### src/rtl/core/fsnf_pkg.sv
// Shared types, codes and constants of the format string number formatter.
// Used by fsnf_ctrl, fsnf_dpath and format_string_number_formatter_core.
`default_nettype none

package fsnf_pkg;

   // Width of the value as the conversions see it; the argument port stays 32 bits.
   localparam int VALUE_BITS = 32;
   localparam int ARG_BITS   = 32;
   localparam int CHAR_BITS  = 8;

   // Masks that cut the argument to VALUE_BITS and pick its sign bit.
   localparam logic [ARG_BITS-1:0] VALUE_MASK = (VALUE_BITS >= ARG_BITS) ?
      {ARG_BITS{1'b1}} : ARG_BITS'((65'd1 << VALUE_BITS) - 65'd1);
   localparam logic [ARG_BITS-1:0] SIGN_MASK = (VALUE_BITS > ARG_BITS) ?
      {ARG_BITS{1'b0}} : ARG_BITS'(65'd1 << (VALUE_BITS - 1));

   // Digit stack: a masked magnitude never exceeds ARG_BITS, so ten decimal digits.
   localparam int DIG_DEPTH = 10;
   localparam int DCNT_BITS = $clog2(DIG_DEPTH + 1);

   // Divide by ten as multiply by reciprocal, exact for every ARG_BITS value.
   localparam logic [ARG_BITS-1:0] RECIP       = 32'hCCCC_CCCD;
   localparam int                  RECIP_SHIFT = 35;
   localparam int                  PROD_BITS   = 2 * ARG_BITS;

   // Conversion kinds.
   localparam logic [1:0] CONV_NONE = 2'd0;
   localparam logic [1:0] CONV_DEC  = 2'd1;
   localparam logic [1:0] CONV_HEX  = 2'd2;

   // Characters.
   localparam logic [CHAR_BITS-1:0] CH_NUL   = 8'h00;
   localparam logic [CHAR_BITS-1:0] CH_PCT   = 8'h25;
   localparam logic [CHAR_BITS-1:0] CH_MINUS = 8'h2D;
   localparam logic [CHAR_BITS-1:0] CH_ZERO  = 8'h30;
   localparam logic [CHAR_BITS-1:0] CH_X     = 8'h78;
   localparam logic [CHAR_BITS-1:0] FMT_D    = 8'h64;
   localparam logic [CHAR_BITS-1:0] FMT_U    = 8'h75;
   localparam logic [CHAR_BITS-1:0] FMT_X    = 8'h78;
   localparam logic [CHAR_BITS-1:0] FMT_P    = 8'h70;
   localparam logic [CHAR_BITS-1:0] FMT_C    = 8'h63;

   localparam logic [CHAR_BITS-1:0] HEX_DIGITS [16] = '{
      8'h30, 8'h31, 8'h32, 8'h33, 8'h34, 8'h35, 8'h36, 8'h37,
      8'h38, 8'h39, 8'h41, 8'h42, 8'h43, 8'h44, 8'h45, 8'h46
   };

   function automatic logic [CHAR_BITS-1:0] hex_char(input logic [3:0] d);
      return HEX_DIGITS[d];
   endfunction

   typedef struct packed {
      logic [CHAR_BITS-1:0] fmt_char;
      logic [ARG_BITS-1:0]  arg_value;
   } req_type;

   typedef struct packed {
      logic [CHAR_BITS-1:0] out_char;
      logic                 last_char;
   } rsp_type;

   // Controller to datapath.
   typedef struct packed {
      logic load;
      logic decode;
      logic mul;
      logic step;
      logic emit_pre;
      logic emit_digit;
   } dp_cmd_type;

   // Datapath to controller.
   typedef struct packed {
      logic [1:0] dec_conv;
      logic [1:0] dec_pre_cnt;
      logic [1:0] conv;
      logic [1:0] pre_cnt;
      logic       quot_zero;
      logic       dig_last;
      logic       out_free;
   } dp_status_type;

endpackage

`default_nettype wire

### src/rtl/core/fsnf_ctrl.sv
// Sequencing state machine of the formatter: accept, decode, convert, emit.
// Depends on fsnf_pkg for the command and status structs.
`default_nettype none

module fsnf_ctrl (
   input  wire                           clock,
   input  wire                           reset,
   input  wire                           req_valid,
   output logic                          req_ready,
   input  wire fsnf_pkg::dp_status_type  status,
   output fsnf_pkg::dp_cmd_type          cmd
);

   localparam logic [2:0] ST_IDLE   = 3'd0;
   localparam logic [2:0] ST_DECODE = 3'd1;
   localparam logic [2:0] ST_MUL    = 3'd2;
   localparam logic [2:0] ST_DIV    = 3'd3;
   localparam logic [2:0] ST_PRE    = 3'd4;
   localparam logic [2:0] ST_DIGIT  = 3'd5;

   logic [2:0] state_ff;
   logic [2:0] state_in;

   always_comb begin
      state_in = state_ff;
      cmd      = '0;
      case (state_ff)
         ST_IDLE: begin
            if (req_valid) begin
               cmd.load = 1'b1;
               state_in = ST_DECODE;
            end
         end
         ST_DECODE: begin
            cmd.decode = 1'b1;
            if (status.dec_conv == fsnf_pkg::CONV_DEC) begin
               state_in = ST_MUL;
            end else if (status.dec_conv == fsnf_pkg::CONV_HEX) begin
               state_in = ST_DIV;
            end else if (status.dec_pre_cnt != 2'd0) begin
               state_in = ST_PRE;
            end else begin
               state_in = ST_IDLE;
            end
         end
         ST_MUL: begin
            cmd.mul  = 1'b1;
            state_in = ST_DIV;
         end
         ST_DIV: begin
            cmd.step = 1'b1;
            if (status.quot_zero) begin
               state_in = (status.pre_cnt != 2'd0) ? ST_PRE : ST_DIGIT;
            end else begin
               state_in = (status.conv == fsnf_pkg::CONV_DEC) ? ST_MUL : ST_DIV;
            end
         end
         ST_PRE: begin
            if (status.out_free) begin
               cmd.emit_pre = 1'b1;
               if (status.pre_cnt == 2'd1) begin
                  state_in = (status.conv != fsnf_pkg::CONV_NONE) ? ST_DIGIT : ST_IDLE;
               end
            end
         end
         ST_DIGIT: begin
            if (status.out_free) begin
               cmd.emit_digit = 1'b1;
               if (status.dig_last) begin
                  state_in = ST_IDLE;
               end
            end
         end
         default: begin
            state_in = ST_IDLE;
         end
      endcase
   end

   always_ff @(posedge clock) begin
      if (reset) begin
         state_ff <= ST_IDLE;
      end else begin
         state_ff <= state_in;
      end
   end

   assign req_ready = (state_ff == ST_IDLE);

   // Prefix emission only runs with prefix characters left.
   a_pre_nonempty: assert property (@(posedge clock) disable iff (reset)
      state_ff == ST_PRE |-> status.pre_cnt != 2'd0)
      else $error("prefix state entered with empty prefix");

endmodule

`default_nettype wire

### src/rtl/core/fsnf_dpath.sv
// Datapath of the formatter: format decode, digit conversion, digit stack,
// output register. Depends on fsnf_pkg.
`default_nettype none

module fsnf_dpath (
   input  wire                          clock,
   input  wire                          reset,
   input  wire fsnf_pkg::req_type       req_data,
   input  wire fsnf_pkg::dp_cmd_type    cmd,
   output fsnf_pkg::dp_status_type      status,
   input  wire                          rsp_ready,
   output logic                         rsp_valid,
   output fsnf_pkg::rsp_type            rsp_data
);

   localparam int AB = fsnf_pkg::ARG_BITS;
   localparam int CB = fsnf_pkg::CHAR_BITS;
   localparam int DD = fsnf_pkg::DIG_DEPTH;
   localparam int NB = fsnf_pkg::DCNT_BITS;

   // Payload registers.
   logic [CB-1:0]                 fmt_ff, fmt_in;
   logic [AB-1:0]                 arg_ff, arg_in;
   logic [CB-1:0]                 pre0_ff, pre0_in;
   logic [CB-1:0]                 pre1_ff, pre1_in;
   logic [AB-1:0]                 val_ff, val_in;
   logic [fsnf_pkg::PROD_BITS-1:0] prod_ff, prod_in;
   logic [3:0]                    stk_ff [DD];
   logic [3:0]                    stk_in [DD];
   fsnf_pkg::rsp_type             rsp_ff, rsp_in;

   // Control registers.
   logic                          pend_ff, pend_in;
   logic [1:0]                    conv_ff, conv_in;
   logic [1:0]                    pre_cnt_ff, pre_cnt_in;
   logic [NB-1:0]                 dcnt_ff, dcnt_in;
   logic                          rsp_valid_ff, rsp_valid_in;

   // Decode of the captured item.
   logic [AB-1:0] masked, mag;
   logic          neg;
   logic          d_pend;
   logic [1:0]    d_conv, d_pre_cnt;
   logic [CB-1:0] d_pre0, d_pre1;
   logic [AB-1:0] d_val;

   // One conversion step.
   logic [AB-1:0] quot, quot_x10;
   logic [3:0]    digit;
   logic          out_free;

   always_comb begin
      masked    = arg_ff & fsnf_pkg::VALUE_MASK;
      neg       = |(masked & fsnf_pkg::SIGN_MASK);
      mag       = (~masked + AB'(1)) & fsnf_pkg::VALUE_MASK;
      d_pend    = 1'b0;
      d_conv    = fsnf_pkg::CONV_NONE;
      d_pre_cnt = 2'd0;
      d_pre0    = fmt_ff;
      d_pre1    = fmt_ff;
      d_val     = masked;
      if (fmt_ff == fsnf_pkg::CH_NUL) begin
         d_pend = 1'b0;
      end else if (!pend_ff) begin
         if (fmt_ff == fsnf_pkg::CH_PCT) begin
            d_pend = 1'b1;
         end else begin
            d_pre_cnt = 2'd1;
         end
      end else begin
         case (fmt_ff)
            fsnf_pkg::FMT_D: begin
               d_conv = fsnf_pkg::CONV_DEC;
               if (neg) begin
                  d_pre_cnt = 2'd1;
                  d_pre0    = fsnf_pkg::CH_MINUS;
                  d_val     = mag;
               end
            end
            fsnf_pkg::FMT_U: begin
               d_conv = fsnf_pkg::CONV_DEC;
            end
            fsnf_pkg::FMT_X: begin
               d_conv = fsnf_pkg::CONV_HEX;
            end
            fsnf_pkg::FMT_P: begin
               d_conv    = fsnf_pkg::CONV_HEX;
               d_pre_cnt = 2'd2;
               d_pre0    = fsnf_pkg::CH_ZERO;
               d_pre1    = fsnf_pkg::CH_X;
            end
            fsnf_pkg::FMT_C: begin
               d_pre_cnt = 2'd1;
               d_pre0    = masked[CB-1:0];
            end
            fsnf_pkg::CH_PCT: begin
               d_pre_cnt = 2'd1;
            end
            default: begin
               // unknown specifier: percent sign, then the byte itself
               d_pre_cnt = 2'd2;
               d_pre0    = fsnf_pkg::CH_PCT;
            end
         endcase
      end
   end

   always_comb begin
      if (conv_ff == fsnf_pkg::CONV_DEC) begin
         quot     = AB'(prod_ff >> fsnf_pkg::RECIP_SHIFT);
         quot_x10 = (quot << 3) + (quot << 1);
         digit    = 4'(val_ff - quot_x10);
      end else begin
         quot     = val_ff >> 4;
         quot_x10 = '0;
         digit    = val_ff[3:0];
      end
   end

   assign out_free = !rsp_valid_ff || rsp_ready;

   always_comb begin
      fmt_in       = fmt_ff;
      arg_in       = arg_ff;
      pre0_in      = pre0_ff;
      pre1_in      = pre1_ff;
      val_in       = val_ff;
      prod_in      = prod_ff;
      stk_in       = stk_ff;
      rsp_in       = rsp_ff;
      pend_in      = pend_ff;
      conv_in      = conv_ff;
      pre_cnt_in   = pre_cnt_ff;
      dcnt_in      = dcnt_ff;
      rsp_valid_in = rsp_valid_ff && !rsp_ready;

      if (cmd.load) begin
         fmt_in = req_data.fmt_char;
         arg_in = req_data.arg_value;
      end
      if (cmd.decode) begin
         pend_in    = d_pend;
         conv_in    = d_conv;
         pre_cnt_in = d_pre_cnt;
         pre0_in    = d_pre0;
         pre1_in    = d_pre1;
         val_in     = d_val;
         dcnt_in    = '0;
      end
      if (cmd.mul) begin
         prod_in = fsnf_pkg::PROD_BITS'(val_ff) * fsnf_pkg::PROD_BITS'(fsnf_pkg::RECIP);
      end
      if (cmd.step) begin
         // push the low digit, keep the quotient
         val_in    = quot;
         stk_in[0] = digit;
         for (int i = 1; i < DD; i++) begin
            stk_in[i] = stk_ff[i-1];
         end
         dcnt_in = dcnt_ff + NB'(1);
      end
      if (cmd.emit_pre) begin
         rsp_in.out_char  = pre0_ff;
         rsp_in.last_char = (pre_cnt_ff == 2'd1) && (conv_ff == fsnf_pkg::CONV_NONE);
         rsp_valid_in     = 1'b1;
         pre0_in          = pre1_ff;
         pre_cnt_in       = pre_cnt_ff - 2'd1;
      end
      if (cmd.emit_digit) begin
         rsp_in.out_char  = fsnf_pkg::hex_char(stk_ff[0]);
         rsp_in.last_char = (dcnt_ff == NB'(1));
         rsp_valid_in     = 1'b1;
         for (int i = 0; i < DD - 1; i++) begin
            stk_in[i] = stk_ff[i+1];
         end
         dcnt_in = dcnt_ff - NB'(1);
      end
   end

   always_ff @(posedge clock) begin
      fmt_ff  <= fmt_in;
      arg_ff  <= arg_in;
      pre0_ff <= pre0_in;
      pre1_ff <= pre1_in;
      val_ff  <= val_in;
      prod_ff <= prod_in;
      stk_ff  <= stk_in;
      rsp_ff  <= rsp_in;
   end

   always_ff @(posedge clock) begin
      if (reset) begin
         pend_ff      <= 1'b0;
         conv_ff      <= fsnf_pkg::CONV_NONE;
         pre_cnt_ff   <= 2'd0;
         dcnt_ff      <= '0;
         rsp_valid_ff <= 1'b0;
      end else begin
         pend_ff      <= pend_in;
         conv_ff      <= conv_in;
         pre_cnt_ff   <= pre_cnt_in;
         dcnt_ff      <= dcnt_in;
         rsp_valid_ff <= rsp_valid_in;
      end
   end

   assign rsp_valid = rsp_valid_ff;
   assign rsp_data  = rsp_ff;

   always_comb begin
      status             = '0;
      status.dec_conv    = d_conv;
      status.dec_pre_cnt = d_pre_cnt;
      status.conv        = conv_ff;
      status.pre_cnt     = pre_cnt_ff;
      status.quot_zero   = (quot == '0);
      status.dig_last    = (dcnt_ff == NB'(1));
      status.out_free    = out_free;
   end

   a_no_pop_empty: assert property (@(posedge clock) disable iff (reset)
      cmd.emit_digit |-> dcnt_ff != '0)
      else $error("digit popped from empty stack");

   a_no_push_full: assert property (@(posedge clock) disable iff (reset)
      cmd.step |-> dcnt_ff < NB'(DD))
      else $error("digit stack overflow");

   a_emit_free: assert property (@(posedge clock) disable iff (reset)
      (cmd.emit_pre || cmd.emit_digit) |-> out_free)
      else $error("output register overwritten while held");

endmodule

`default_nettype wire

### src/rtl/core/format_string_number_formatter_core.sv
// Top level of the printf-style integer conversion formatter.
// Depends on fsnf_pkg, fsnf_ctrl and fsnf_dpath.
//
//   channel   ports                         direction  carries
//   request   req_valid/req_ready/req_data  in         fmt_char, arg_value
//   response  rsp_valid/rsp_ready/rsp_data  out        out_char, last_char
//
// Sequence: accept, decode, then per decimal digit a reciprocal multiply
//   followed by quotient and remainder, or a shift per hex digit, then
//   emission of each character in turn.
// Reset: synchronous, clears the pending percent flag, the sequencer, the
//   conversion kind, the prefix and digit counts and the output valid;
//   payload registers are left as they are.
// Stalls: a held response stops character emission only; the next request
//   is taken while the last character of the previous one still waits.
`default_nettype none

module format_string_number_formatter_core (
   input  wire                     clock,
   input  wire                     reset,
   input  wire                     req_valid,
   output logic                    req_ready,
   input  wire fsnf_pkg::req_type  req_data,
   output logic                    rsp_valid,
   input  wire                     rsp_ready,
   output fsnf_pkg::rsp_type       rsp_data
);

   fsnf_pkg::dp_cmd_type    cmd;
   fsnf_pkg::dp_status_type status;

   // Sequencer: owns the request handshake and steps the datapath.
   fsnf_ctrl u_ctrl (
      .clock     (clock),
      .reset     (reset),
      .req_valid (req_valid),
      .req_ready (req_ready),
      .status    (status),
      .cmd       (cmd)
   );

   // Datapath: captures the transaction, converts, drives the response.
   fsnf_dpath u_dpath (
      .clock     (clock),
      .reset     (reset),
      .req_data  (req_data),
      .cmd       (cmd),
      .status    (status),
      .rsp_ready (rsp_ready),
      .rsp_valid (rsp_valid),
      .rsp_data  (rsp_data)
   );

endmodule

`default_nettype wire

### config.mk
export PLATFORM = sky130hd
export DESIGN_NAME = format_string_number_formatter_core
export DESIGN_NICKNAME = d
export VERILOG_FILES = /design/src/rtl/core/fsnf_pkg.sv /design/src/rtl/core/fsnf_ctrl.sv /design/src/rtl/core/fsnf_dpath.sv /design/src/rtl/core/format_string_number_formatter_core.sv
export SDC_FILE = /design/constraint.sdc
export NUM_CORES = 1
export LEC_CHECK = 0
export ABC_AREA = 1
export CORE_MARGIN = 5
export CORE_UTILIZATION = 35
export CTS_CLUSTER_DIAMETER = 150
export CTS_CLUSTER_SIZE = 14
export DETAILED_ROUTE_END_ITERATION = 12
export DONT_BUFFER_PORTS = 1
export SYNTH_ARGS = -nofsm -noshare
export SYNTH_HDL_FRONTEND = slang
export SYNTH_SLANG_ARGS = --single-unit
### constraint.sdc
create_clock -name clock -period 7.95 [get_ports clock]
set_input_delay 0.795 -clock clock [delete_from_list [all_inputs] [get_ports clock]]
set_output_delay 0.795 -clock clock [all_outputs]
set_load 0.05 [all_outputs]
-- Word-level counts from Yosys, hierarchy flattened
Memory sizes are Yosys's and may differ from the RTL's.
Cells that the tools add are included.
- $add $sub $neg: 6
- multipliers: 1
- magnitude comparators: 1
- equal/unequal tests: 21
- muxes and demuxes: 62
- bitwise operators: 2
- reduce and logical (&&, ||, !) cells: 23
- operators by type and width (operator ; count):
    $mux W32 ; 6
    $mux W8 ; 10
    $mul A32 B32 Y64 const B ; 1
    $eq A8 B7 Y1 const B ; 5
    $mux W40 ; 1
    $mux W36 ; 1
    $add A32 B1 Y32 const B ; 1
    $logic_not A32 Y1 ; 1
    $not A32 Y32 ; 1
    $pmux W8 S4 ; 1
    $mux W3 ; 10
    $mux W29 ; 1
    $mux W9 ; 2
    $pmux W3 S6 ; 1
    $mux W1 ; 17
    $mux W4 ; 4
    $reduce_bool A2 Y1 ; 7
    $mux W2 ; 6
    $eq A8 B6 Y1 const B ; 1
    $logic_not A8 Y1 ; 1
    $reduce_or A2 Y1 ; 4
    $eq A2 B1 Y1 const B ; 3
    $eq A3 B2 Y1 const B ; 2
    $eq A3 B3 Y1 const B ; 2
    other kinds (22) ; 27
- flip-flop bits (word level): 214
- ROM bits: 128
- output and inout port bits: 11
- word-level logic and storage cells: 141
- memories kept: 1
- memories (memory ; depth ; width ; rd ports ; clocked after memory_dff ; wr ports ; line ; text):
    (no name shown) ; 16 ; 8 ; 1 ; 0 ; 0 ; fsnf_pkg.sv:50 ; return HEX_DIGITS[d];

-- Longest topological paths before layout
Gate-level depths: netlist (run 1).
- depth after elaboration: 10
- gate-level depth with buffers: 30
- mapped depth without buffers: 29

-- By module
A second synthesis (run 1) with hierarchy kept.
- cells, all modules: 3283
- area total of the unflattened synthesis: 27637.8 sq um
- by module, submodules not included (module ; instances ; cells each ; area an instance (sq um) ; seq. area each (sq um)):
    fsnf_dpath ; 1 ; 3218 ; 27279.9 ; 5185.0
    fsnf_ctrl ; 1 ; 65 ; 357.8 ; 60.1

-- Least setup slack after synthesis (run 1)
Ideal clock, no wire load.
- kind: reg2reg
- start point: reg u_dpath.val_ff[20]
- end point: reg u_dpath.prod_ff[60] (netlist bit), data pin
- data arrival time: 5.788 ns
- required time: 7.698 ns
- slack: 1.910 ns
- cell stages (with the launch flop): 25
- buffers on the path: 0
- cells stage by stage: edfxtp_1 ha_1 inv_1 fa_1 inv_1 fa_1 inv_1 fa_1 inv_1 fa_1 fa_1 fa_1 inv_1 fa_1 inv_1 ha_1 nand2_1 nor2_1 inv_1 nor2_1 inv_1 nor4_1 nand2_1 nand3_1 nand2_1
- cells in the longest elaborated chain, start to end: 1
- RTL lines (element ; line ; text):
    from (decl) ; fsnf_dpath.sv:26 ; logic [AB-1:0] val_ff, val_in;
    from (signal assigned) ; fsnf_dpath.sv:185 ; val_ff <= val_in;
    $mul A32 B32 Y64 ; fsnf_dpath.sv:151 ; prod_in = fsnf_pkg::PROD_BITS'(val_ff) * fsnf_pkg::PROD_BITS'(fsnf_pkg::RECIP);
    to (signal assigned) ; fsnf_dpath.sv:186 ; prod_ff <= prod_in;
    to (decl) ; fsnf_dpath.sv:27 ; logic [fsnf_pkg::PROD_BITS-1:0] prod_ff, prod_in;
No other way between the ends.
A chain may end at the register's enable or synchronous reset.

-- Final worst setup path (run 1)
- start point: reg u_dpath.val_ff[16]
- end point: reg u_dpath.prod_ff[38] (netlist bit), data pin
The elaborated chain is that of the path after synthesis.

==> results.sh, run 1 <==
export IMPL_numPortBuffers=0
export IMPL_wl_met3_microns=3860
export IMPL_worst_ep_arrival_time_ps=7360
export IMPL_first_pass_iters=5
export IMPL_numCtsBuffers=17
export IMPL_insertion_delay_ps=500
export IMPL_dp_cells=4083
export IMPL_finalNetCount=3863
export IMPL_grt_usage_pct=21.1
export IMPL_tightest_slew_ps=1180
export IMPL_initial_utilization_pct=35.4
export IMPL_drt_iter0_drc=1659
export IMPL_ys_async_sr_fraction_pct=0
export IMPL_cts_sinks=179
export IMPL_required_ps=8170
export IMPL_grt_antenna_before_repair=0
export IMPL_area_growth_pct=7.40
export IMPL_hp_class="primary input to register"
export IMPL_gr_total_overflow=0
export IMPL_dr_wl_met2_microns=38800
export IMPL_htree_levels=4
export IMPL_synth_cells=3059
export IMPL_crit_type="register to register"
export IMPL_post_drt_wl_per_cell_microns=20.6
export IMPL_hpwl_microns=74900
export IMPL_setup_worst_path_start_class="register"
export IMPL_cp_max_fo=6
export IMPL_r2r_start="u_dpath.val_ff[16]$_DFFE_PP_"
export IMPL_cts_resized=0
export IMPL_clk_pin_slew_ps=100
export IMPL_grt_pass1_wl_microns=130000
export IMPL_synth_fp_nets=3850
export IMPL_maxCapViolCount=0
export IMPL_synth_commonest_cells="inv_1, nand2_1, fa_1"
export IMPL_finalWirelength_microns=84900
export IMPL_die_width_microns=287
export IMPL_num_vias=20245
export IMPL_r2r_end="u_dpath.prod_ff[38]$_DFFE_PP_"
export IMPL_netlist_area_sq_um=26900
export IMPL_fillers=7935
export IMPL_io_pins=55
export IMPL_layout_cells_non_filler=4116
export IMPL_die_area_sq_um=82500
export IMPL_final_setup_viol_count=0
export IMPL_yosysMostFrequentCell="inv_1"
export IMPL_drive_gt1_share_pct=3.21
export IMPL_cts_buffer_depth=2
export IMPL_synth_area_leaders="fa_1, edfxtp_1, ha_1"
export IMPL_vias_per_cell=4.92
export IMPL_die_y_microns=287
export IMPL_crit_start="u_dpath.val_ff[16]$_DFFE_PP_"
export IMPL_ctsHoldBuffers=0
export IMPL_synth_edff_count=166
export IMPL_fmax_mhz=140
export IMPL_route_top_layer_used="met4"
export IMPL_slew_headroom_pct=20.7
export IMPL_status="finished clean"
export IMPL_route_layer_met1_wl_microns=37000
export IMPL_globalplace_congestion=0.999
export IMPL_hold_viol_final=0
export IMPL_min_period_ps=7140
export IMPL_num_rows=101
export IMPL_synth_top_area_share_pct=28.7
export IMPL_grt_max_degree=44
export IMPL_post_cts_buffers=0
export IMPL_cp_end_kind="register"
export IMPL_ys_ff_latch=179
export IMPL_yosysUniqueCellTypes=48
export IMPL_seq_area_frac_synth_pct=19.5
export IMPL_r2r_setup_slack_ps=810
export IMPL_design_core_area_sq_um=76100
export IMPL_cts_tree="yes"
export IMPL_syn_area_per_cell_sq_um=8.80
export IMPL_yosys_warnings=0
export IMPL_drc_errors=0
export IMPL_rr_worst_depth=23
export IMPL_yosys_area_top_type="fa_1"
export IMPL_hold_slack_ps=361
export IMPL_crit_end="u_dpath.prod_ff[38]$_DFFE_PP_"
export IMPL_final_antenna_net_count=0
export IMPL_setup_tns_final_ps=0
export IMPL_ctsRootBufferMaster="clkbuf_16"
export IMPL_finalClockSkew_ps=29.8
export IMPL_synthFlopType="edfxtp_1"
export IMPL_grt_pass1_vias=21097
export IMPL_drv_slew=0
export IMPL_rsz0062_at_grt="false"
export IMPL_period_share_pct=89.8
-- through the flow --
step           cell area, sq um  worst slack, ps  util [%]
2_1_floorplan             26900             1910         -
3_3_place_gp              28300              852      37.2
3_5_place_dp              28300              920      37.2
4_1_cts                   28900              862      38.0
5_1_grt                   28900              506      38.0
6_report                  28900              810      38.0
-- critical path, cell delays in order, from the launching register on --
cell	delay [ps]
edfxtp_1	600
ha_1	410
inv_1	200
fa_1	570
inv_1	60
fa_1	500
inv_1	60
fa_1	510
inv_1	60
fa_1	550
fa_1	430
fa_1	490
inv_1	50
fa_1	470
inv_1	40
ha_1	360
nand2_1	120
nor2_1	150
inv_1	120
nor2_1	160
inv_1	150
nor3_1	420
a21oi_1	200
xnor2_1	190
-- cell usage in the layout (no fill, tap or decap), types with 17 or more instances in the layout --
cell and n:
inv_1 823, o22ai_1 31, a21oi_1 125, o21ai_0 130, ha_1 361, xnor2_1 21, clkbuf_16 17, o21bai_1 18
buf_4 34, fa_1 386, nor2_1 188, nor3_1 27, nand4_1 18, nand3_1 86, xor2_1 58, nand2_1 466
edfxtp_1 166
-- registers in the layout, summed over array words and instances (netlist names) --
name                flops
u_dpath.stk_ff         40
u_dpath.arg_ff         32
u_dpath.val_ff         32
u_dpath.prod_ff        29
u_dpath.rsp_data        9
u_dpath.fmt_ff          8
u_dpath.pre0_ff         8
u_dpath.pre1_ff         8
u_dpath.dcnt_ff         4
u_ctrl.state_ff         3
u_dpath.conv_ff         2
u_dpath.pre_cnt_ff      2
u_dpath.pend_ff         1
u_dpath.rsp_valid       1
-- worst min-delay path by stage --
| stage | start | cells past startpoint | end | slack [ps] |
|---|---|---|---|---|
| floorplan | u_dpath.stk_ff[4]$_DFFE_PP_ | 0 | u_dpath.stk_ff[0]$_DFFE_PP_ | 430 |
| global placement | u_dpath.stk_ff[4]$_DFFE_PP_ | 0 | u_dpath.stk_ff[0]$_DFFE_PP_ | 430 |
| detailed placement | u_dpath.stk_ff[6]$_DFFE_PP_ | 0 | u_dpath.stk_ff[2]$_DFFE_PP_ | 440 |
| CTS | reset | 1 | u_dpath.dcnt_ff[1]$_SDFFE_PP0P_ | 320 |
| global route | reset | 1 | u_dpath.dcnt_ff[1]$_SDFFE_PP0P_ | 340 |
| finish | reset | 1 | u_dpath.dcnt_ff[1]$_SDFFE_PP0P_ | 360 |
-- logic make-up after synthesis --
logic type / count (synthesis) / share of synthesized area [%]
and+or+nand+nor: 833 / 12.9
AOI/OAI and AO/OA: 352 / 7.19
DFF: 179 / 19.5
xor gates and xnor gates: 79 / 2.57
buffers and inverters: 869 / 12.3
adders and majority gates: 747 / 45.5
-- layer usage --
layer / track usage (%) / up-vias
met2: 34.0 / 605
li1: - / 9523
met5: 0 / -
met1: 28.3 / 9976
met3: 2.17 / 141
met4: 10.9 / 0
-- cell type report --
type | instances | area, sq um | area share [%]
antenna | 1 | 2.50 | 0.00866
clock buffer | 18 | 439 | 1.52
clock inverter | 14 | 191 | 0.662
inverter | 829 | 3120 | 10.8
multi-input combinational | 2011 | 18400 | 63.5
sequential | 179 | 5250 | 18.1
tap | 1030 | 1290 | 4.46
timing repair buffer | 34 | 255 | 0.883
Power of run 1 is not shown: default switching activity piles up to over one toggle a cycle in this logic, so the estimate is an artifact.
==> run 2, diff against run 1 <==
--- a/config.mk
+++ b/config.mk
@@ -5,7 +5,6 @@
 export SDC_FILE = /design/constraint.sdc
 export NUM_CORES = 1
 export LEC_CHECK = 0
-export ABC_AREA = 1
 export CORE_MARGIN = 5
 export CORE_UTILIZATION = 35
 export CTS_CLUSTER_DIAMETER = 150
==> run 2 against run 1 <==
Effect of this change: register-to-register slack worse by 610 ps; clock skew down 14 ps; sequential cell count unchanged; global-route usage down 1.8 points; count of clock-buffer cells in the layout unchanged; synthesized cell count down 22%; hold slack better by 47 ps; sequential share of layout area up 1.1 points; setup slack worse by 610 ps; critical endpoint is now u_dpath.prod_ff[58]$_DFFE_PP_.
==> results.sh, run 2 <==
export IMPL_status="finished clean"
export IMPL_grt_usage_pct=19.3
export IMPL_hpwl_microns=65100
export IMPL_post_cts_buffers=0
export IMPL_finalWirelength_microns=73800
export IMPL_grt_pass1_wl_microns=114000
export IMPL_fmax_mhz=129
export IMPL_synth_fp_nets=3183
export IMPL_yosys_warnings=0
export IMPL_cts_tree="yes"
export IMPL_numCtsBuffers=17
export IMPL_yosysUniqueCellTypes=66
export IMPL_rsz0062_at_grt="false"
export IMPL_synth_fa_ha_area_share_pct=49.3
export IMPL_yosys_area_top_type="fa_1"
export IMPL_critical_path_slowest_cell="fa_1"
export IMPL_cp_max_fo=6
export IMPL_synth_edff_count=166
export IMPL_gr_total_overflow=0
export IMPL_tightest_slew_ps=955
export IMPL_synthFlopType="edfxtp_1"
export IMPL_synth_area_leaders="fa_1, edfxtp_1, ha_1"
export IMPL_reg_top3="u_dpath.stk_ff: 40 flops, u_dpath.arg_ff: 32 flops, u_dpath.val_ff: 32 flops"
export IMPL_clk_pin_slew_ps=80
export IMPL_r2r_setup_slack_ps=200
export IMPL_final_setup_viol_count=0
export IMPL_crit_chain="ha_1, xor2_1, ha_1, or2_2, fa_1, fa_1, fa_1, fa_1, fa_1, inv_1, fa_1, inv_1, ha_1, nand4_1, nor4_1, buf_4, and3_1, a221o_1, o31ai_4, buf_12, nor3_2, o41a_1, or4b_1, nand4b_1"
export IMPL_crit_end="u_dpath.prod_ff[58]$_DFFE_PP_"
export IMPL_grt_antenna_before_repair=0
export IMPL_cts_resized=0
export IMPL_layout_commonest_cell="inv_1"
export IMPL_grt_met1_usage_pct=26.5
export IMPL_num_rows=97
export IMPL_htree_levels=4
export IMPL_design_core_area_sq_um=70300
export IMPL_yosysMostFrequentCell="inv_1"
export IMPL_grt_use_met3_pct=1.98
export IMPL_num_vias=17405
export IMPL_min_period_ps=7750
export IMPL_globalRouteMet2Util_pct=33.0
export IMPL_die_width_microns=276
export IMPL_synth_xor_area_share_pct=3.91
export IMPL_cp_end_kind="register"
export IMPL_hold_slack_ps=408
export IMPL_grt_max_degree=70
export IMPL_cts_sinks=179
export IMPL_hp_class="primary input to register"
export IMPL_first_pass_iters=7
export IMPL_vias_per_cell=5.09
export IMPL_synth_cells=2392
export IMPL_numPortBuffers=0
export IMPL_setup_worst_path_start_class="register"
export IMPL_required_ps=8270
export IMPL_netlist_area_sq_um=24900
export IMPL_synthMuxAreaShare_pct=0.0403
export IMPL_drt_iter0_drc=1376
export IMPL_initial_utilization_pct=35.4
export IMPL_worst_ep_arrival_time_ps=8070
export IMPL_drive_gt1_share_pct=6.12
export IMPL_layout_cells_non_filler=3422
export IMPL_syn_area_per_cell_sq_um=10.4
export IMPL_die_y_microns=276
export IMPL_crit_start="u_dpath.val_ff[1]$_DFFE_PP_"
export IMPL_synth_commonest_cells="inv_1, fa_1, ha_1"
export IMPL_insertion_delay_ps=450
export IMPL_finalNetCount=3260
export IMPL_ys_ff_latch=179
export IMPL_grt_pass1_vias=18632
export IMPL_period_share_pct=97.4
export IMPL_area_growth_pct=9.76
export IMPL_die_area_sq_um=76400
export IMPL_critPathMaxStageDelay_ps=590
export IMPL_ctsRootBufferMaster="clkbuf_16"
export IMPL_setup_tns_final_ps=0
export IMPL_layout_common_cells="inv_1, fa_1, ha_1"
export IMPL_io_pins=55
export IMPL_crit_type="register to register"
export IMPL_synthSimpleGateAreaFrac_pct=7.62
export IMPL_synth_top_family_by_area="adder cells"
export IMPL_r2r_start="u_dpath.val_ff[1]$_DFFE_PP_"
export IMPL_seq_area_frac_synth_pct=21.1
export IMPL_slew_headroom_pct=36.1
export IMPL_hold_viol_final=0
export IMPL_ctsHoldBuffers=0
export IMPL_busiest_layer="met2"
export IMPL_globalplace_congestion=0.964
export IMPL_finalClockSkew_ps=15.5
export IMPL_largest_register_ffs=40
export IMPL_synth_compound_area_share_pct=8.69
export IMPL_dp_cells=3390
export IMPL_r2r_end="u_dpath.prod_ff[58]$_DFFE_PP_"
export IMPL_post_drt_wl_per_cell_microns=21.6
export IMPL_synth_top_area_share_pct=31.1
export IMPL_drv_slew=0
export IMPL_maxCapViolCount=0
export IMPL_rr_worst_depth=24
export IMPL_top_register="u_dpath.stk_ff"
export IMPL_final_antenna_net_count=0
export IMPL_ys_async_sr_fraction_pct=0
export IMPL_cts_buffer_depth=2
export IMPL_drc_errors=0
export IMPL_crit_top_cell="fa_1"
export IMPL_antenna_cells=0
[run 2: final cells by class]
class | count | area, sq um
fillers | 6953 | 43000
flip-flops and latches | 179 | 5250
multi-input cells | 1592 | 17300
well taps | 940 | 1180
inverters | 570 | 2140
repair buffers | 109 | 831
clock inverters | 14 | 160
clock buffers | 18 | 429
[run 2: stage by stage]
stage / utilization (%) / cell area (sq um) / setup slack [ps]
after floorplan: - / 24900 / 771
after CTS: 38.8 / 27300 / 240
after global placement: 38.0 / 26700 / 353
final: 38.8 / 27300 / 203
after detailed placement: 38.0 / 26700 / 287
after global routing: 38.8 / 27300 / 12.0
[run 2: logic make-up (layout without fill, tap and decap cells)]
family	after synthesis	in the layout
AND/OR/NAND/NOR	403	403
multiplexers	1	1
adder cells (fa/ha/maj)	747	747
flip-flops	179	179
buffers and inverters	621	711
AO/OA/AOI/OAI	330	330
XOR/XNOR	111	111
[run 2: worst min path at each step]
| stage | end | slack, ps | cells past startpoint | startpoint |
|---|---|---|---|---|
| after floorplan | u_dpath.stk_ff[0]$_DFFE_PP_ | 430 | 0 | u_dpath.stk_ff[4]$_DFFE_PP_ |
| after global placement | u_dpath.stk_ff[1]$_DFFE_PP_ | 440 | 0 | u_dpath.stk_ff[5]$_DFFE_PP_ |
| after detailed placement | u_dpath.stk_ff[3]$_DFFE_PP_ | 450 | 0 | u_dpath.stk_ff[7]$_DFFE_PP_ |
| after CTS | u_dpath.rsp_valid$_SDFF_PP0_ | 390 | 1 | reset |
| after global routing | u_ctrl.state_ff[0]$_SDFFE_PP0P_ | 390 | 1 | reset |
| final | u_dpath.rsp_valid$_SDFF_PP0_ | 410 | 1 | reset |
[run 2: per-layer routing]
layer  vias to the layer above  part of all wire [%]
li1                       7941                     -
met1                      8916                    45
met2                       461                    49
met3                        87                   3.7
met4                         0                   2.8
met5                         -                     0
[run 2: critical path, delay by kind of cell (launching register included)]
kind                       cells  cell delay, ps
AOI/OAI and AO/OA              3             960
buffers and inverters          4             410
xor gates and xnor gates       1             230
and+or+nand+nor                7            1510
DFF                            1             480
adders and majority gates      9            4010
Power of run 2 is left out for the same reason.
==> run 3, diff against run 2 <==
==> constraint.sdc (replaced) <==
create_clock -name clock -period 10 [get_ports clock]
set_input_delay 1 -clock clock [delete_from_list [all_inputs] [get_ports clock]]
set_output_delay 1 -clock clock [all_outputs]
set_load 0.05 [all_outputs]
==> run 3 against run 2 <==
Effect of this change: die area is the same; first-iteration DRC count shrank 1.2%; sequential share of layout area grew 0.54 points; cell area shrank 2.7%; largest cell class unchanged; sequential cell count is the same; register-to-register slack gained 760 ps; critical path depth is the same; setup slack gained 760 ps; clock skew shrank 3.5 ps; global-route usage shrank 0.42 points.
==> results.sh, run 3 (synthesis gave the netlist of run 2 again) <==
export IMPL_drv_slew=0
export IMPL_globalplace_congestion=0.966
export IMPL_finalWirelength_microns=72100
export IMPL_drive_gt1_share_pct=2.30
export IMPL_ctsHoldBuffers=0
export IMPL_io_pins=55
export IMPL_first_pass_iters=6
export IMPL_grt_pass1_wl_microns=112000
export IMPL_final_setup_viol_count=0
export IMPL_r2r_setup_slack_ps=970
export IMPL_area_growth_pct=6.77
export IMPL_cts_buffer_depth=2
export IMPL_vias_per_cell=5.14
export IMPL_finalClockSkew_ps=12.0
export IMPL_clk_pin_slew_ps=60
export IMPL_final_core_util_pct=37.8
export IMPL_rr_worst_depth=24
export IMPL_crit_end="u_dpath.prod_ff[63]$_DFFE_PP_"
export IMPL_hp_class="register to register"
export IMPL_dpl_cell_area_sq_um=26000
export IMPL_cp_end_kind="register"
export IMPL_crit_start="u_dpath.val_ff[21]$_DFFE_PP_"
export IMPL_fmax_mhz=111
export IMPL_layout_commonest_cell="inv_1"
export IMPL_setup_tns_final_ps=0
export IMPL_grt_pass1_vias=18304
export IMPL_top_register="u_dpath.stk_ff"
export IMPL_final_antenna_net_count=0
export IMPL_drt_iter0_drc=1360
export IMPL_largest_register_ffs=40
export IMPL_antenna_cells=0
export IMPL_finalInstanceArea_sq_um=26500
export IMPL_min_period_ps=9030
export IMPL_grt_usage_pct=18.9
export IMPL_r2r_start="u_dpath.val_ff[21]$_DFFE_PP_"
export IMPL_cts_tree="yes"
export IMPL_required_ps=10170
export IMPL_grt_max_degree=59
export IMPL_layout_common_cells="inv_1, fa_1, ha_1"
export IMPL_die_y_microns=276
export IMPL_worst_ep_arrival_time_ps=9200
export IMPL_r2r_end="u_dpath.prod_ff[63]$_DFFE_PP_"
export IMPL_hpwl_microns=62200
export IMPL_numCtsBuffers=17
export IMPL_ctsRootBufferMaster="clkbuf_16"
export IMPL_maxCapViolCount=0
export IMPL_cp_max_fo=7
export IMPL_gr_total_overflow=0
export IMPL_insertion_delay_ps=440
export IMPL_setup_worst_path_start_class="register"
export IMPL_post_cts_buffers=0
export IMPL_status="finished clean"
export IMPL_cts_resized=0
export IMPL_die_width_microns=276
export IMPL_grt_antenna_before_repair=0
export IMPL_slew_headroom_pct=33.2
export IMPL_crit_type="register to register"
export IMPL_num_rows=97
export IMPL_initial_utilization_pct=35.4
export IMPL_reg_top3="u_dpath.stk_ff: 40 flops, u_dpath.arg_ff: 32 flops, u_dpath.val_ff: 32 flops"
export IMPL_post_drt_wl_per_cell_microns=21.7
export IMPL_period_share_pct=90.3
export IMPL_hold_viol_final=0
export IMPL_drc_errors=0
export IMPL_rsz0062_at_grt="false"
export IMPL_die_area_sq_um=76400
export IMPL_numPortBuffers=0
export IMPL_num_vias=17111
export IMPL_cts_sinks=179
export IMPL_fillers=6907
export IMPL_htree_levels=4
export IMPL_tightest_slew_ps=999
export IMPL_design_core_area_sq_um=70300
export IMPL_finalNetCount=3165
## run 3: changes by cell type in the layout (fill, tap and decap cells not counted), moves of 2 or more
cell / before / now
buf_4: 108 / 14
clkbuf_1: 1 / 3
clkinv_2: 1 / 3
inv_6: 6 / 2
## run 3: per-layer routing
layer	wire length (microns)	GRT usage, %	part of all wire (%)	vias up
met1	31900	26.1	44	8784
li1	-	-	-	7742
met4	1990	4.85	2.8	0
met2	34700	31.9	48	509
met5	0	0	0	-
met3	3520	2.13	4.9	76
## run 3: per-stage QoR
step	hold WS [ps]	worst slack, ps	std cells
after floorplan	427	2820	2392
after global placement	439	1160	3295
after detailed placement	454	1110	3295
after CTS	477	1080	3327
after global routing	497	636	3327
final	470	966	3327
## run 3: worst min-delay path by stage
stage | start | end | slack, ps | cells after the start
2_1_floorplan | u_dpath.stk_ff[4]$_DFFE_PP_ | u_dpath.stk_ff[0]$_DFFE_PP_ | 430 | 0
3_5_place_dp | u_dpath.stk_ff[4]$_DFFE_PP_ | u_dpath.stk_ff[0]$_DFFE_PP_ | 450 | 0
4_1_cts | u_dpath.stk_ff[7]$_DFFE_PP_ | u_dpath.stk_ff[3]$_DFFE_PP_ | 480 | 0
5_1_grt | u_dpath.stk_ff[6]$_DFFE_PP_ | u_dpath.stk_ff[2]$_DFFE_PP_ | 500 | 0
3_3_place_gp | u_dpath.stk_ff[5]$_DFFE_PP_ | u_dpath.stk_ff[1]$_DFFE_PP_ | 440 | 0
6_report | u_dpath.stk_ff[7]$_DFFE_PP_ | u_dpath.stk_ff[3]$_DFFE_PP_ | 470 | 0
## run 3: final cells by class
type,count,area [sq um],share of cell area [%]
clock buffers,21,450,1.70
clock inverters,11,128,0.481
well taps,940,1180,4.43
repair buffers,14,105,0.396
inverters,570,2140,8.06
flip-flops and latches,179,5250,19.8
multi-input cells,1592,17300,65.2
## run 3: critical path, cell delays in order, from the launching register on
cell and delay, ps:
edfxtp_1 640, ha_1 690, inv_1 160, fa_1 520
inv_1 60, fa_1 500, inv_1 50, fa_1 500
inv_1 70, fa_1 620, fa_1 470, fa_1 500
inv_1 50, fa_1 480, inv_1 50, ha_1 390
nand4_1 230, nor4_1 770, o211ai_1 180, a21oi_1 170
a21oi_1 300, o21ai_0 670, a21oi_1 270, o21ai_0 330
xnor2_1 100
Power of run 3 is left out for the same reason.
